**config.mk**
```make
export PLATFORM = sky130hd
export DESIGN_NAME = nmea_time_speed_extractor_unit
export DESIGN_NICKNAME = d
export VERILOG_FILES = /design/src/rtl/ntse_pkg.sv /design/src/rtl/nmea_time_speed_extractor_unit.sv
export SDC_FILE = /design/constraint.sdc
export NUM_CORES = 1
export LEC_CHECK = 0
export ABC_AREA = 1
export ABC_CLOCK_PERIOD_IN_PS = 5250
export BUFFER_PORTS_ARGS = -buffer_cell sky130_fd_sc_hd__buf_2
export CAP_MARGIN = 20
export CORE_AREA = 2 2 190 154
export CTS_BUF_LIST = sky130_fd_sc_hd__clkbuf_8
export CTS_CLUSTER_SIZE = 16
export DETAILED_ROUTE_END_ITERATION = 12
export DIE_AREA = 0 0 192 156
export PLACE_DENSITY = 0.55
export SETUP_SLACK_MARGIN = 0.3
export SLEW_MARGIN = 30
export SYNTH_ARGS = -nofsm -noshare
export SYNTH_HDL_FRONTEND = slang
export SYNTH_SLANG_ARGS = --single-unit
export TNS_END_PERCENT = 30
```
**constraint.sdc**
```tcl
create_clock -name clk -period 5.25 [get_ports clk]
set_input_delay 0.525 -clock clk [delete_from_list [all_inputs] [get_ports clk]]
set_output_delay 0.525 -clock clk [all_outputs]
set_load 0.01 [all_outputs]
```
**src/rtl/ntse_pkg.sv**
```systemverilog
package ntse_pkg;

  localparam int MAX_SENTENCE_DEF = 128;
  localparam int CAPTURE_CHARS    = 6;
  localparam int TEXT_CHARS       = 6;
  localparam int TIME_START       = 6;
  localparam int TYPE_FINAL_POS   = 4;

  localparam int SPEED_LIMIT_MAX =
    (CAPTURE_CHARS < TEXT_CHARS) ? CAPTURE_CHARS : TEXT_CHARS;

  localparam logic [3:0] SPEED_FIELD_RST = 4'd7;
  localparam logic [2:0] SPEED_DIGITS_RST = 3'd4;
  localparam logic [3:0] COMMA_MAX = 4'd15;

  localparam logic [7:0] CH_DOLLAR = 8'h24;
  localparam logic [7:0] CH_COMMA  = 8'h2C;
  localparam logic [7:0] CH_R      = 8'h52;
  localparam logic [7:0] CH_M      = 8'h4D;
  localparam logic [7:0] CH_C      = 8'h43;
  localparam logic [7:0] CH_V      = 8'h56;
  localparam logic [7:0] CH_T      = 8'h54;
  localparam logic [7:0] CH_G      = 8'h47;

  typedef enum logic [0:0] {
    REG_SPEED_FIELD  = 1'b0,
    REG_SPEED_DIGITS = 1'b1
  } cfg_reg_t;

  typedef enum logic [1:0] {
    TYPE_UNKNOWN = 2'd0,
    TYPE_RMC     = 2'd1,
    TYPE_VTG     = 2'd2,
    TYPE_OTHER   = 2'd3
  } sent_type_t;

  typedef enum logic [1:0] {
    KIND_TIME_OK    = 2'd0,
    KIND_TIME_NONE  = 2'd1,
    KIND_SPEED_OK   = 2'd2,
    KIND_SPEED_NONE = 2'd3
  } result_kind_t;

  typedef struct packed {
    result_kind_t           kind;
    logic [TEXT_CHARS-1:0][7:0] chars;
    logic [2:0]             length;
  } result_t;

endpackage

```
**src/rtl/nmea_time_speed_extractor_unit.sv**
```systemverilog
// Channel  | Direction | Handshake            | Payload
// ---------+-----------+----------------------+-------------------------------------
// in_      | input     | in_valid / in_stall  | in_rx_byte
// out_     | output    | out_valid / out_stall| out_result_kind, out_text_char0..5,
//          |           |                      | out_text_length
// cfg_     | input     | cfg_wr_en            | cfg_index, cfg_wdata
//
// One byte is accepted per cycle while in_stall is low; its result, if any, shows on out_ in the next cycle.
// All per-byte parsing is one level of compare and count logic into the result register.
// rst_n is synchronous and active low; it clears parser state and the output valid.
// in_stall is high only while a result is held in the output register under out_stall.
module nmea_time_speed_extractor_unit #(
  parameter int MAX_SENTENCE = ntse_pkg::MAX_SENTENCE_DEF
) (
  input  logic       clk,
  input  logic       rst_n,
  input  logic       in_valid,
  output logic       in_stall,
  input  logic [7:0] in_rx_byte,
  output logic       out_valid,
  input  logic       out_stall,
  output logic [1:0] out_result_kind,
  output logic [7:0] out_text_char0,
  output logic [7:0] out_text_char1,
  output logic [7:0] out_text_char2,
  output logic [7:0] out_text_char3,
  output logic [7:0] out_text_char4,
  output logic [7:0] out_text_char5,
  output logic [2:0] out_text_length,
  input  logic       cfg_wr_en,
  input  logic       cfg_index,
  input  logic [3:0] cfg_wdata
);

  localparam int PosW = $clog2(MAX_SENTENCE);
  localparam int TC   = ntse_pkg::TEXT_CHARS;

  logic [3:0] speed_field_r;
  logic [2:0] speed_digits_r;

  logic                 inside_r, inside_nxt;
  logic [PosW-1:0]      pos_r, pos_nxt;
  ntse_pkg::sent_type_t type_r, type_nxt;
  logic [3:0]           comma_r, comma_nxt;
  logic [TC-1:0][7:0]   store_r, store_nxt;
  logic [2:0]           cap_r, cap_nxt;
  logic                 done_r, done_nxt;

  ntse_pkg::result_t    res_r, res_nxt;
  logic                 out_valid_r, out_valid_nxt;
  logic                 emit;

  logic in_fire, out_fire;
  logic [3:0] field_eff;
  logic [2:0] limit;

  assign in_stall = out_valid_r && out_stall;
  assign in_fire  = in_valid && !in_stall;
  assign out_fire = out_valid_r && !out_stall;

  assign field_eff = (speed_field_r == 4'd0) ? 4'd1 : speed_field_r;
  assign limit = (speed_digits_r == 3'd0) ? 3'd1 :
                 (speed_digits_r > 3'(ntse_pkg::SPEED_LIMIT_MAX)) ?
                 3'(ntse_pkg::SPEED_LIMIT_MAX) : speed_digits_r;

  always_ff @(posedge clk) begin
    if (!rst_n) begin
      speed_field_r  <= ntse_pkg::SPEED_FIELD_RST;
      speed_digits_r <= ntse_pkg::SPEED_DIGITS_RST;
    end else if (cfg_wr_en) begin
      unique case (ntse_pkg::cfg_reg_t'(cfg_index))
        ntse_pkg::REG_SPEED_FIELD:  speed_field_r  <= cfg_wdata;
        ntse_pkg::REG_SPEED_DIGITS: speed_digits_r <= cfg_wdata[2:0];
        default: ;
      endcase
    end
  end

  always_comb begin
    logic [7:0]           c;
    ntse_pkg::sent_type_t t;
    logic [7:0]           want;
    logic                 in_field;
    logic [2:0]           cc0;
    logic [2:0]           len;
    ntse_pkg::result_kind_t kind;

    c          = in_rx_byte;
    t          = type_r;
    want       = 8'd0;
    in_field   = 1'b0;
    cc0        = 3'd0;
    len        = 3'd0;
    kind       = ntse_pkg::KIND_TIME_OK;
    emit       = 1'b0;
    inside_nxt = inside_r;
    pos_nxt    = pos_r;
    type_nxt   = type_r;
    comma_nxt  = comma_r;
    store_nxt  = store_r;
    cap_nxt    = cap_r;
    done_nxt   = done_r;

    if (c == ntse_pkg::CH_DOLLAR) begin
      inside_nxt = 1'b1;
      pos_nxt    = '0;
      type_nxt   = ntse_pkg::TYPE_UNKNOWN;
      comma_nxt  = 4'd0;
      cap_nxt    = 3'd0;
      done_nxt   = 1'b0;
    end else if (inside_r) begin
      if (pos_r == PosW'(2)) begin
        if (c == ntse_pkg::CH_R)      t = ntse_pkg::TYPE_RMC;
        else if (c == ntse_pkg::CH_V) t = ntse_pkg::TYPE_VTG;
        else                          t = ntse_pkg::TYPE_OTHER;
      end else if (pos_r == PosW'(3) || pos_r == PosW'(4)) begin
        if (type_r == ntse_pkg::TYPE_RMC) begin
          want = (pos_r == PosW'(3)) ? ntse_pkg::CH_M : ntse_pkg::CH_C;
          if (c != want) t = ntse_pkg::TYPE_OTHER;
        end else if (type_r == ntse_pkg::TYPE_VTG) begin
          want = (pos_r == PosW'(3)) ? ntse_pkg::CH_T : ntse_pkg::CH_G;
          if (c != want) t = ntse_pkg::TYPE_OTHER;
        end
      end
      type_nxt = t;

      in_field = !done_r && (comma_r == field_eff) &&
                 (t == ntse_pkg::TYPE_UNKNOWN || t == ntse_pkg::TYPE_VTG);

      if (t == ntse_pkg::TYPE_RMC && pos_r >= PosW'(ntse_pkg::TIME_START) && !done_r) begin
        if (pos_r == PosW'(ntse_pkg::TIME_START) && c == ntse_pkg::CH_COMMA) begin
          done_nxt = 1'b1;
          cap_nxt  = 3'd0;
          emit     = 1'b1;
          kind     = ntse_pkg::KIND_TIME_NONE;
          len      = 3'd0;
        end else begin
          cc0 = (pos_r == PosW'(ntse_pkg::TIME_START)) ? 3'd0 : cap_r;
          cap_nxt = cc0;
          if (cc0 < 3'(TC)) begin
            store_nxt[cc0] = c;
            cap_nxt        = cc0 + 3'd1;
          end
          if (cap_nxt >= 3'(TC)) begin
            done_nxt = 1'b1;
            emit     = 1'b1;
            kind     = ntse_pkg::KIND_TIME_OK;
            len      = 3'(TC);
          end
        end
      end else if (c == ntse_pkg::CH_COMMA) begin
        if (in_field) begin
          done_nxt = 1'b1;
          if (t == ntse_pkg::TYPE_VTG && pos_r > PosW'(ntse_pkg::TYPE_FINAL_POS)) begin
            emit = 1'b1;
            kind = (cap_r == 3'd0) ? ntse_pkg::KIND_SPEED_NONE : ntse_pkg::KIND_SPEED_OK;
            len  = cap_r;
          end
        end
        if (comma_r < ntse_pkg::COMMA_MAX) comma_nxt = comma_r + 4'd1;
      end else if (in_field && cap_r < limit) begin
        store_nxt[cap_r] = c;
        cap_nxt          = cap_r + 3'd1;
      end

      pos_nxt = pos_r + PosW'(1);
      if (pos_r == PosW'(MAX_SENTENCE - 1)) inside_nxt = 1'b0;
    end

    res_nxt.kind   = kind;
    res_nxt.length = len;
    for (int i = 0; i < TC; i++) begin
      res_nxt.chars[i] = (3'(i) < len) ? store_nxt[i] : 8'd0;
    end

    out_valid_nxt = out_fire ? 1'b0 : out_valid_r;
    if (in_fire && emit) out_valid_nxt = 1'b1;
  end

  always_ff @(posedge clk) begin
    if (!rst_n) begin
      inside_r    <= 1'b0;
      pos_r       <= '0;
      type_r      <= ntse_pkg::TYPE_UNKNOWN;
      comma_r     <= 4'd0;
      cap_r       <= 3'd0;
      done_r      <= 1'b0;
      out_valid_r <= 1'b0;
    end else begin
      out_valid_r <= out_valid_nxt;
      if (in_fire) begin
        inside_r <= inside_nxt;
        pos_r    <= pos_nxt;
        type_r   <= type_nxt;
        comma_r  <= comma_nxt;
        cap_r    <= cap_nxt;
        done_r   <= done_nxt;
      end
    end
  end

  always_ff @(posedge clk) begin
    if (in_fire) begin
      store_r <= store_nxt;
      if (emit) res_r <= res_nxt;
    end
  end

  assign out_valid       = out_valid_r;
  assign out_result_kind = res_r.kind;
  assign out_text_char0  = res_r.chars[0];
  assign out_text_char1  = res_r.chars[1];
  assign out_text_char2  = res_r.chars[2];
  assign out_text_char3  = res_r.chars[3];
  assign out_text_char4  = res_r.chars[4];
  assign out_text_char5  = res_r.chars[5];
  assign out_text_length = res_r.length;

endmodule

```
==> results of run 1 <==
how the worst min path moves through the flow:
stage               cells past startpoint        startpoint               end
floorplan                               2  speed_field_r[0]  speed_field_r[0]
global placement                        2          inside_r          inside_r
detailed placement                      2          inside_r          inside_r
CTS                                     3      cfg_wdata[0]  speed_field_r[0]
global route                            3      cfg_wdata[0]  speed_field_r[0]
finish                                  3      cfg_wdata[0]  speed_field_r[0]
state kept, by name (all words and copies together), names as in the netlist, 2 cells and up:
name	flops
out_text_char1	8
out_text_char0	8
comma_r	4
pos_r	7
out_result_kind	2
out_text_char4	8
store_r	48
speed_digits_r	3
out_text_length	3
speed_field_r	4
out_text_char3	8
type_r	2
out_text_char5	8
out_text_char2	8
cap_r	3
worst reg2reg max path, stage by stage, from the launching register on:
cell and delay, ns:
dfxtp_1 0.41, ha_1 0.25, nand2_1 0.08, nor2_2 0.17
nor2_1 0.08, nor2_1 0.10, nand2_1 0.05, nand2_1 0.05
nand2_1 0.09, nand2_2 0.09, nor2_2 0.05, nand2_2 0.41
buf_4 0.54, o21ai_2 0.15, nand3_2 0.30, nand3_2 0.26
nand2_1 0.14, inv_1 0.04
layout make-up:
class,count,area share
clock inverter,15,0.0213
clock buffer,17,0.0247
timing repair buffer,87,0.0526
tap,370,0.0489
multi-input combinational,885,0.432
inverter,114,0.0452
sequential,127,0.375
layout by cell type, fill, tap and decap left out, drive strengths merged, types with 4 or more instances in the layout:
master,netlist,layout
o21ai,92,92
inv,111,113
buf,28,87
clkinv,3,9
nand2,421,421
o211ai,4,4
a21oi,122,122
nand4,48,48
nor3,9,9
dfxtp,26,26
edfxtp,101,101
clkbuf,33,17
nand3,64,64
ha,8,8
nor2,98,98
bufinv,0,5
power breakdown:
group / internal, W / switching, W / leakage [nW] / total, W
sequential: 0.00111 / 0.0000221 / 1.30 / 0.00113
combinational: 0.0000521 / 0.000116 / 3.09 / 0.000168
clock: 0.000554 / 0.000426 / 0.218 / 0.000980
cell families (layout without fill, tap and decap cells):
family	after synthesis	count (layout)	synth area share
buf+inv	175	233	0.0847
compound gates	228	228	0.143
flops	127	127	0.427
simple gates	645	645	0.329
fa+ha+maj	8	8	0.0120
xor+xnor	4	4	0.00421
stage by stage:
step / worst slack [ns] / instances / power [W] / instance area, sq um
2_1_floorplan: 0.321 / 1187 / 0.00126 / 8320
3_3_place_gp: 1.61 / 1583 / 0.00131 / 9030
3_5_place_dp: 1.53 / 1583 / 0.00132 / 9030
4_1_cts: 1.78 / 1615 / 0.00229 / 9460
5_1_grt: 1.42 / 1615 / 0.00236 / 9460
6_report: 1.76 / 1615 / 0.00228 / 9460
layer usage:
metal / vias up / GRT usage / part of all wire
met5: - / 0 / 0
met3: 25 / 0.0380 / 0.073
li1: 4041 / - / -
met1: 3833 / 0.256 / 0.47
met4: 0 / 0.0502 / 0.014
met2: 287 / 0.284 / 0.44
==> results.txt, run 1 <==
Final core occ -> 0.337
DRT iter0 DRCs -> 764
Max FO, Critical Path -> 38
Area contributors post-synth -> edfxtp_1, nand2_1, a21oi_1, dfxtp_1, o21ai_0
Post-DP HPWL -> 17400 um
Clock Path Buffers -> 2
DR vias/cell -> 5.07
CTS tree -> yes
Synth-to-Final Area Change -> 13.8%
TritonRoute pass-1 iters -> 6
WP buf/inv -> 2
Die ar. -> 0.0300 sq mm
RSZ-0062 raised after global routing -> no
Main flop type after synthesis -> edfxtp_1
Post-CTS Setup Bufs -> 0
Vias in the first global route -> 7603
Worst R2R End -> out_text_char0[1]
Height of the die -> 156 um
WP data required -> 5.49 ns
Core outline area -> 0.0281 sq mm
Worst path depth -> 17
Area of the multi-input gates -> 0.00409 sq mm
Relative slew slack -> 0.385
Global-route wire length before repair -> 42200 um
Crit path DAT -> 3.73 ns
Max Cap Viol -> 0
Clock Latency Late Sink -> 0.48 ns
GRT Total Usage -> 0.183
Minimum clock period after layout -> 3.49 ns
WL final -> 26700 um
Antenna violations before repair -> 0
Hold Crit Class -> in -> reg
FFs w/ async S/R, synth -> 0
Yosys reg bits -> 127
Status -> completed
CP delay by family, top -> simple AND/OR/NAND/NOR gates
Post-synth EDFFs -> 101
Cells after synthesis -> 1187
Final worst-path cycle share -> 0.664
Critical Path End -> out_text_char0[1]
Drt drc -> 0
Final GP Congestion -> 0.830
ANT nets after route -> 0
WS Path Type -> reg -> reg
Power Dens Cells -> 240 mW/mm^2
DR WL/cell -> 16.5 um
Clk_skew -> 0.0112 ns
Starting Density -> 0.296
Largest vdd supply drop -> 197 uV
Critical Path Max Stage Delay -> 0.53 ns
Most frequent cell after synthesis -> nand2_1
Largest net degree at the start of global routing -> 55
Post_cts resized -> 0
Slowest CP cell -> buf_4
Register-to-Register Path Depth -> 17
Setup TNS -> 0 ns
Final Hold Vio Count -> 0
Sequential standard cell area -> 0.00355 sq mm
CTS H-tree lvls -> 4
Crit path launch type -> flip-flop
CTS clk-pin slew, worst paths -> 0.08 ns
Largest area contributor in the netlist -> edfxtp_1
CTS Hold Bufs -> 0
Setup-failing EPs final -> 0
Yosys warns -> 0
Crit path top cell by count -> nand2_1
Diodes inserted -> 0
Grt ovf -> 0
Fillers -> 3061
Cell variety after synth -> 42
Post-synth top area share -> 0.365
Top post-synthesis cells by count -> nand2_1, a21oi_1, inv_1, edfxtp_1, nor2_1
Synthesized area -> 0.00832 sq mm
Total CTS buffers -> 17
Sink Count -> 127
FMAX -> 0.287 GHz
Worst r2r src -> pos_r[1]
Worst Setup End Kind -> flip-flop
Critical Path, Cell by Cell -> ha_1, nand2_1, nor2_2, nor2_1, nor2_1, nand2_1, nand2_1, nand2_1, nand2_2, nor2_2, nand2_2, buf_4, o21ai_2, nand3_2, nand3_2, nand2_1, inv_1
Max-slew violations -> 0
Port bufs -> 72
Measured slew at the worst slew-check pin -> 0.922 ns
Crit path launch -> pos_r[1]
Mapped Nets -> 1213
Register area share after synthesis -> 0.427
Avg Inst Size Synth -> 7.01 sq um
Hold WS -> 0.284 ns
Total leakage power -> 4.61 nW
Share of layout cells above drive strength 1 -> 0.120
Row count -> 55
Register-to-register setup slack -> 1.76 ns
Nets -> 1258
Via count -> 8186
# IOs -> 73
Die X-Extent -> 192 um
CTS root buffer -> clkbuf_8
Note: power is estimated with default switching activity, not from simulation.
==> inputs of run 2 (changes only) <==
--- a/config.mk
+++ b/config.mk
@@ -6,7 +6,7 @@
 export NUM_CORES = 1
 export LEC_CHECK = 0
 export ABC_AREA = 1
-export ABC_CLOCK_PERIOD_IN_PS = 5250
+export ABC_CLOCK_PERIOD_IN_PS = 3000
 export BUFFER_PORTS_ARGS = -buffer_cell sky130_fd_sc_hd__buf_2
 export CAP_MARGIN = 20
 export CORE_AREA = 2 2 190 154
==> constraint.sdc (replaced) <==
create_clock -name clk -period 3 [get_ports clk]
set_input_delay 0.3 -clock clk [delete_from_list [all_inputs] [get_ports clk]]
set_output_delay 0.3 -clock clk [all_outputs]
set_load 0.01 [all_outputs]
==> run 2 against run 1 <==
Net effect: register-to-register slack worse by 1.3 ns; clock-buffer cell count is the same; sequential share of layout area shrank 1.7 points; first-iteration DRC count decreased by 2.0%; maximum frequency up 35%; die area stayed put; non-clock buffer count is 31 higher; combinational power up 86%; design area is 5.0% higher; largest power group unchanged.
==> results.txt, run 2 (synthesis gave the netlist of run 1 again) <==
Sequential share of power -> 0.522 (was 0.496)
RSZ-0062 raised after global routing -> yes (was no)
Register-to-Register Path Depth -> 13 (was 17)
Status -> completed (unchanged)
CTS tree -> yes (unchanged)
Core outline area -> 0.0281 sq mm (unchanged)
FMAX -> 0.388 GHz (was 0.287 GHz)
Setup-failing EPs final -> 0 (unchanged)
Total CTS buffers -> 17 (unchanged)
CTS H-tree lvls -> 4 (unchanged)
Die ar. -> 0.0300 sq mm (unchanged)
Port bufs -> 72 (unchanged)
Max reg flops -> 48 (unchanged)
WS Path Type -> reg -> reg (unchanged)
Clk pwr share -> 0.396 (was 0.431)
WP data required -> 3.16 ns (was 5.49 ns)
Hold endpoint -> speed_digits_r[2] (was speed_field_r[0])
Drt drc -> 0 (unchanged)
Antenna violations before repair -> 0 (unchanged)
TritonRoute pass-1 iters -> 6 (unchanged)
Max Cap Viol -> 0 (unchanged)
Die X-Extent -> 192 um (unchanged)
Int Pwr -> 0.00276 W (was 0.00171 W)
Largest net degree at the start of global routing -> 67 (was 55)
Combinational power share -> 0.083 (was 0.074)
Final GP Congestion -> 0.910 (was 0.830)
Synth-to-Final Area Change -> 19.5% (was 13.8%)
ANT nets after route -> 0 (unchanged)
Setup TNS -> 0 ns (unchanged)
CTS Hold Bufs -> 0 (unchanged)
Share of layout cells above drive strength 1 -> 0.166 (was 0.120)
HP Start -> cfg_wdata[2] (was cfg_wdata[0])
Worst R2R End -> out_text_char0[7] (was out_text_char0[1])
Largest vdd supply drop -> 267 uV (was 197 uV)
# IOs -> 73 (unchanged)
Hold depth -> 3 (unchanged)
Minimum clock period after layout -> 2.58 ns (was 3.49 ns)
Clock Path Buffers -> 2 (unchanged)
Crit path launch type -> flip-flop (unchanged)
Most common cell after layout, fill and taps aside -> nand2_1 (unchanged)
Diodes inserted -> 0 (unchanged)
Largest Register -> store_r (unchanged)
Row count -> 55 (unchanged)
Max FO, Critical Path -> 32 (was 38)
Post-DP HPWL -> 18400 um (was 17400 um)
Measured slew at the worst slew-check pin -> 0.614 ns (was 0.922 ns)
Clock Latency Late Sink -> 0.48 ns (about the same)
Fillers -> 3001 (was 3061)
Sw Ratio -> 0.268 (was 0.248)
Final Hold Vio Count -> 0 (unchanged)
Sink Count -> 127 (unchanged)
Via count -> 8286 (was 8186)
Cells after DPL -> 1612 (was 1583)
Crit path DAT -> 2.74 ns (was 3.73 ns)
Relative slew slack -> 0.586 (was 0.385)
Global-route wire length before repair -> 42700 um (was 42200 um)
DR vias/cell -> 5.03 (was 5.07)
Power Dens Cells -> 380 mW/mm^2 (was 240 mW/mm^2)
Grt ovf -> 0 (unchanged)
Clk_skew -> 0.0168 ns (was 0.0112 ns)
Finished Layout Cells -> 1646 (was 1615)
Starting Density -> 0.296 (unchanged)
CTS root buffer -> clkbuf_8 (unchanged)
DRT iter0 DRCs -> 749 (was 764)
Worst r2r src -> pos_r[5] (was pos_r[1])
Switching power -> 0.00101 W (was 0.000564 W)
GRT Total Usage -> 0.186 (was 0.183)
Hold Crit Class -> in -> reg (unchanged)
Total leakage power -> 4.79 nW (was 4.61 nW)
Final worst-path cycle share -> 0.860 (was 0.664)
Register-to-register setup slack -> 0.42 ns (was 1.76 ns)
Max-slew violations -> 0 (unchanged)
DR WL/cell -> 16.8 um (was 16.5 um)
CTS clk-pin slew, worst paths -> 0.08 ns (about the same)
Commonest cells after routing, fill and taps aside -> nand2_1, a21oi_1, inv_1, edfxtp_1, nor2_1 (was nand2_1, a21oi_1, inv_1)
Worst Setup End Kind -> flip-flop (unchanged)
Vias in the first global route -> 7609 (was 7603)
Height of the die -> 156 um (unchanged)
Nets -> 1289 (was 1258)
WL final -> 27600 um (was 26700 um)
==> run 2: cell count changes in the layout (fill, tap and decap cells not counted), moves of 5 or more <==
| cell | change |
|---|---|
| a21oi_1 | -7 |
| a21oi_2 | +6 |
| buf_4 | +23 |
| inv_1 | -5 |
| nand2_1 | -8 |
==> run 2: worst max-delay path, stage by stage, from the launching register on <==
cell	delay, ns
dfxtp_1	0.35
nor2_2	0.15
nand3_2	0.14
inv_2	0.12
nand3_4	0.12
inv_4	0.13
nor2_1	0.07
ha_1	0.22
a31oi_2	0.23
nand2_1	0.08
nand2_1	0.08
o21ai_1	0.10
a21oi_4	0.20
buf_12	0.25
==> run 2: power by group through the flow <==
stage                     Sequential, W  Combinational (W)  Clock, W
after floorplan                 0.00200           0.000205         0
after global placement          0.00201           0.000297         0
after detailed placement        0.00201           0.000304         0
after CTS                       0.00197           0.000306   0.00153
after global routing            0.00198           0.000357   0.00160
final                           0.00197           0.000312   0.00149
==> run 2: metrics by stage <==
step | power, W | instance area, sq um | util | setup WS (ns) | hold slack (ns)
3_5_place_dp | 0.00231 | 9350 | 0.333 | 0.220 | 0.456
2_1_floorplan | 0.00220 | 8410 | - | 0.107 | 0.426
4_1_cts | 0.00381 | 9740 | 0.347 | 0.289 | 0.0434
3_3_place_gp | 0.00230 | 9350 | 0.333 | 0.229 | 0.448
5_1_grt | 0.00393 | 9940 | 0.354 | 0.275 | 0.0777
6_report | 0.00378 | 9940 | 0.354 | 0.421 | 0.0655
==> run 2: worst max-delay path by stage <==
| stage | from | end | cells after the start |
|---|---|---|---|
| 2_1_floorplan | pos_r[1] | out_result_kind[0] | 13 |
| 3_3_place_gp | in_rx_byte[5] | out_text_char5[5] | 13 |
| 3_5_place_dp | in_rx_byte[5] | out_text_char5[5] | 13 |
| 4_1_cts | pos_r[5] | out_text_char0[3] | 14 |
| 5_1_grt | pos_r[1] | out_text_char3[4] | 16 |
| 6_report | pos_r[5] | out_text_char0[7] | 13 |
==> run 2: routing by layer <==
metal	GRT usage	vias to the layer above	share of wire
li1	-	4100	-
met1	0.266	3841	0.47
met2	0.271	306	0.43
met3	0.0457	39	0.080
met4	0.0629	0	0.021
met5	0	-	0
==> run 2: final cells by class <==
type | count | area [sq um] | area share
repair buffers | 118 | 810 | 0.0815
inverters | 114 | 440 | 0.0443
clock buffers | 17 | 234 | 0.0235
multi-input cells | 885 | 4280 | 0.431
well taps | 370 | 463 | 0.0466
flip-flops and latches | 127 | 3560 | 0.358
clock inverters | 15 | 146 | 0.0147
==> run 2: timing repair <==
action                                 CTS  global route
setup endpoints to repair                9           154
endpoints found under the hold margin    0             0
gates resized for setup                  3            38
pin swaps                                0             1
gates cloned                             0             1
buffers inserted                         0             1
==> inputs of run 3 (changes only) <==
--- a/config.mk
+++ b/config.mk
@@ -9,11 +9,11 @@
 export ABC_CLOCK_PERIOD_IN_PS = 3000
 export BUFFER_PORTS_ARGS = -buffer_cell sky130_fd_sc_hd__buf_2
 export CAP_MARGIN = 20
-export CORE_AREA = 2 2 190 154
+export CORE_AREA = 8 8 196 160
 export CTS_BUF_LIST = sky130_fd_sc_hd__clkbuf_8
-export CTS_CLUSTER_SIZE = 16
 export DETAILED_ROUTE_END_ITERATION = 12
-export DIE_AREA = 0 0 192 156
+export DIE_AREA = 0 0 204 168
+export HOLD_SLACK_MARGIN = 0.08
 export PLACE_DENSITY = 0.55
 export SETUP_SLACK_MARGIN = 0.3
 export SLEW_MARGIN = 30
==> run 3 against run 2 <==
Net effect: flip-flop and latch count unchanged; design area up 2.2%; first-iteration DRC count down 13%; sequential power about the same; routed wire length up 1.2%; largest power group unchanged; clock-buffer cell count unchanged; clock skew down 0.0017 ns; sequential share of layout area down 0.77 points; non-clock buffer count up 17; largest cell class unchanged; setup slack better by 0.011 ns; maximum frequency up 0.42%.
==> results.txt, run 3 (synthesis gave the netlist of run 1 again) <==
Max reg flops -> 48 (unchanged)
Max Cap Viol -> 0 (unchanged)
Clock Latency Late Sink -> 0.48 ns (about the same)
Row count -> 55 (unchanged)
Final worst-path cycle share -> 0.856 (was 0.860)
Drt drc -> 0 (unchanged)
Setup TNS -> 0 ns (unchanged)
Largest vdd supply drop -> 264 uV (was 267 uV)
Final worst slack -> 0.431 ns (was 0.421 ns)
Final Hold Vio Count -> 0 (unchanged)
Sink Count -> 127 (unchanged)
Slowest CP cell -> dfxtp_1 (unchanged)
WL final -> 27900 um (was 27600 um)
Post-DP HPWL -> 19000 um (was 18400 um)
Final core occ -> 0.362 (was 0.354)
Final GP Congestion -> 0.915 (was 0.910)
CTS clk-pin slew, worst paths -> 0.08 ns (about the same)
Setup-failing EPs final -> 0 (unchanged)
# IOs -> 73 (unchanged)
Hold endpoint -> speed_field_r[0] (was speed_digits_r[2])
WP data required -> 3.19 ns (was 3.16 ns)
ANT nets after route -> 0 (unchanged)
Crit path top cell by count -> nand2_1 (unchanged)
CTS root buffer -> clkbuf_8 (unchanged)
Post-Place Setup Slack -> 0.194 ns (was 0.220 ns)
Share of layout cells above drive strength 1 -> 0.179 (was 0.166)
Die X-Extent -> 204 um (was 192 um)
Commonest cells after routing, fill and taps aside -> nand2_1, a21oi_1, inv_1, edfxtp_1, nor2_1 (unchanged)
Crit path launch type -> flip-flop (unchanged)
Total CTS buffers -> 17 (unchanged)
Relative slew slack -> 0.487 (was 0.586)
DRT iter0 DRCs -> 654 (was 749)
Hold depth -> 2 (was 3)
Register-to-Register Path Depth -> 14 (was 13)
Antenna violations before repair -> 0 (unchanged)
WP buf/inv -> 4 (was 3)
Global-route wire length before repair -> 43000 um (was 42700 um)
Clk_skew -> 0.0151 ns (was 0.0168 ns)
Height of the die -> 168 um (was 156 um)
Register-to-register setup slack -> 0.43 ns (was 0.42 ns)
Largest net degree at the start of global routing -> 62 (was 67)
Worst R2R End -> out_result_kind[1] (was out_text_char0[7])
Total leakage power -> 4.91 nW (was 4.79 nW)
Port bufs -> 72 (unchanged)
Power Dens Cells -> 391 mW/mm^2 (was 380 mW/mm^2)
Max FO, Critical Path -> 15 (was 32)
TritonRoute pass-1 iters -> 5 (was 6)
HP Start -> rst_n (was cfg_wdata[2])
Crit path DAT -> 2.76 ns (was 2.74 ns)
Nets -> 1306 (was 1289)
Most common cell after layout, fill and taps aside -> nand2_1 (unchanged)
RSZ-0062 raised after global routing -> yes (unchanged)
Fillers -> 2995 (was 3001)
GRT Total Usage -> 0.158 (was 0.186)
CP delay by family, top -> buffers and inverters (was simple AND/OR/NAND/NOR gates)
Worst r2r src -> pos_r[4] (was pos_r[5])
Critical Path Max Stage Delay -> 0.36 ns (was 0.35 ns)
Synth-to-Final Area Change -> 22.1% (was 19.5%)
Largest Register -> store_r (unchanged)
Measured slew at the worst slew-check pin -> 0.768 ns (was 0.614 ns)
Critical Path, Cell by Cell -> inv_1, nand3_2, inv_2, nand3_4, inv_6, nor2_4, ha_1, a21oi_1, a31oi_2, nand2_1, nand2_1, o21ai_1, a21oi_4, bufbuf_16 (was nor2_2, nand3_2, inv_2, nand3_4, inv_4, nor2_1, ha_1, a31oi_2, nand2_1, nand2_1, o21ai_1, a21oi_4, buf_12)
Max-slew violations -> 0 (unchanged)
WS Path Type -> reg -> reg (unchanged)
DR WL/cell -> 16.8 um (about the same)
Clock Path Buffers -> 2 (unchanged)
Hold Crit Class -> in -> reg (unchanged)
CTS H-tree lvls -> 4 (unchanged)
CTS tree -> yes (unchanged)
Via count -> 8337 (was 8286)
FMAX -> 0.389 GHz (was 0.388 GHz)
Diodes inserted -> 0 (unchanged)
Starting Density -> 0.296 (unchanged)
Vias in the first global route -> 7580 (was 7609)
Core outline area -> 0.0281 sq mm (unchanged)
Grt ovf -> 0 (unchanged)
Status -> completed (unchanged)
Minimum clock period after layout -> 2.57 ns (was 2.58 ns)
DR vias/cell -> 5.01 (was 5.03)
Worst Setup End Kind -> flip-flop (unchanged)
Die ar. -> 0.0343 sq mm (was 0.0300 sq mm)
run 3: changes by cell type in the layout (fill, tap and decap cells not counted), sizes merged:
cell         before  now
buf             117  130
dlygate4sd3       0    3
bufinv            2    4
clkinvlp          5    3
bufbuf            0    1
clkinv           10    9
inv             112  113
run 3: repair_timing:
| item | CTS | global route |
|---|---|---|
| pin swaps | 0 | 5 |
| setup endpoints to repair | 72 | 145 |
| setup buffers | 2 | 7 |
| hold endpoints to repair | 5 | 0 |
| hold buffers | 3 | 0 |
| gates cloned | 1 | 1 |
| resized for setup | 3 | 44 |
run 3: cell type report:
class / count / area, sq um / area share
Timing Repair Buffer: 135 / 977 / 0.0962
Multi-Input combinational cell: 885 / 4290 / 0.422
Clock buffer: 17 / 234 / 0.0230
Clock inverter: 15 / 195 / 0.0192
Inverter: 114 / 440 / 0.0434
Tap cell: 370 / 463 / 0.0456
Sequential cell: 127 / 3560 / 0.351
run 3: power breakdown:
group          internal [W]  leakage, nW  total, W  switching, W
sequential          0.00193         1.30   0.00197     0.0000374
clock              0.000900        0.211   0.00168      0.000782
combinational      0.000107         3.40  0.000317      0.000210
run 3: worst max path at each step:
stage                   from                  to  slack, ns  depth (start not counted)
3_3_place_gp   in_rx_byte[5]   out_text_char5[4]       0.23                         12
5_1_grt             pos_r[4]   out_text_char2[2]       0.26                         15
6_report            pos_r[4]  out_result_kind[1]       0.43                         14
4_1_cts             pos_r[5]   out_text_char5[4]       0.26                         15
3_5_place_dp   in_rx_byte[7]   out_text_char5[1]       0.19                         12
2_1_floorplan       pos_r[1]  out_result_kind[0]       0.11                         13
run 3: metal layers:
layer  GRT usage  part of all wire  vias up  wire length (um)
met5      0.0104            0.0014        -                40
met4      0.0438             0.017        2               478
met2       0.240              0.43      301             12100
met1       0.219              0.48     3866             13300
li1            -                 -     4131                 -
met3      0.0405             0.072       37              2010
run 3: metrics by stage:
| stage | hold WS, ns | area [sq um] | total power (W) | cells |
|---|---|---|---|---|
| after floorplan | 0.426 | 8410 | 0.00220 | 1187 |
| after global placement | 0.456 | 9390 | 0.00231 | 1617 |
| after detailed placement | 0.450 | 9390 | 0.00231 | 1617 |
| after CTS | 0.0993 | 9910 | 0.00401 | 1655 |
| after global routing | 0.119 | 10200 | 0.00412 | 1663 |
| final | 0.127 | 10200 | 0.00397 | 1663 |
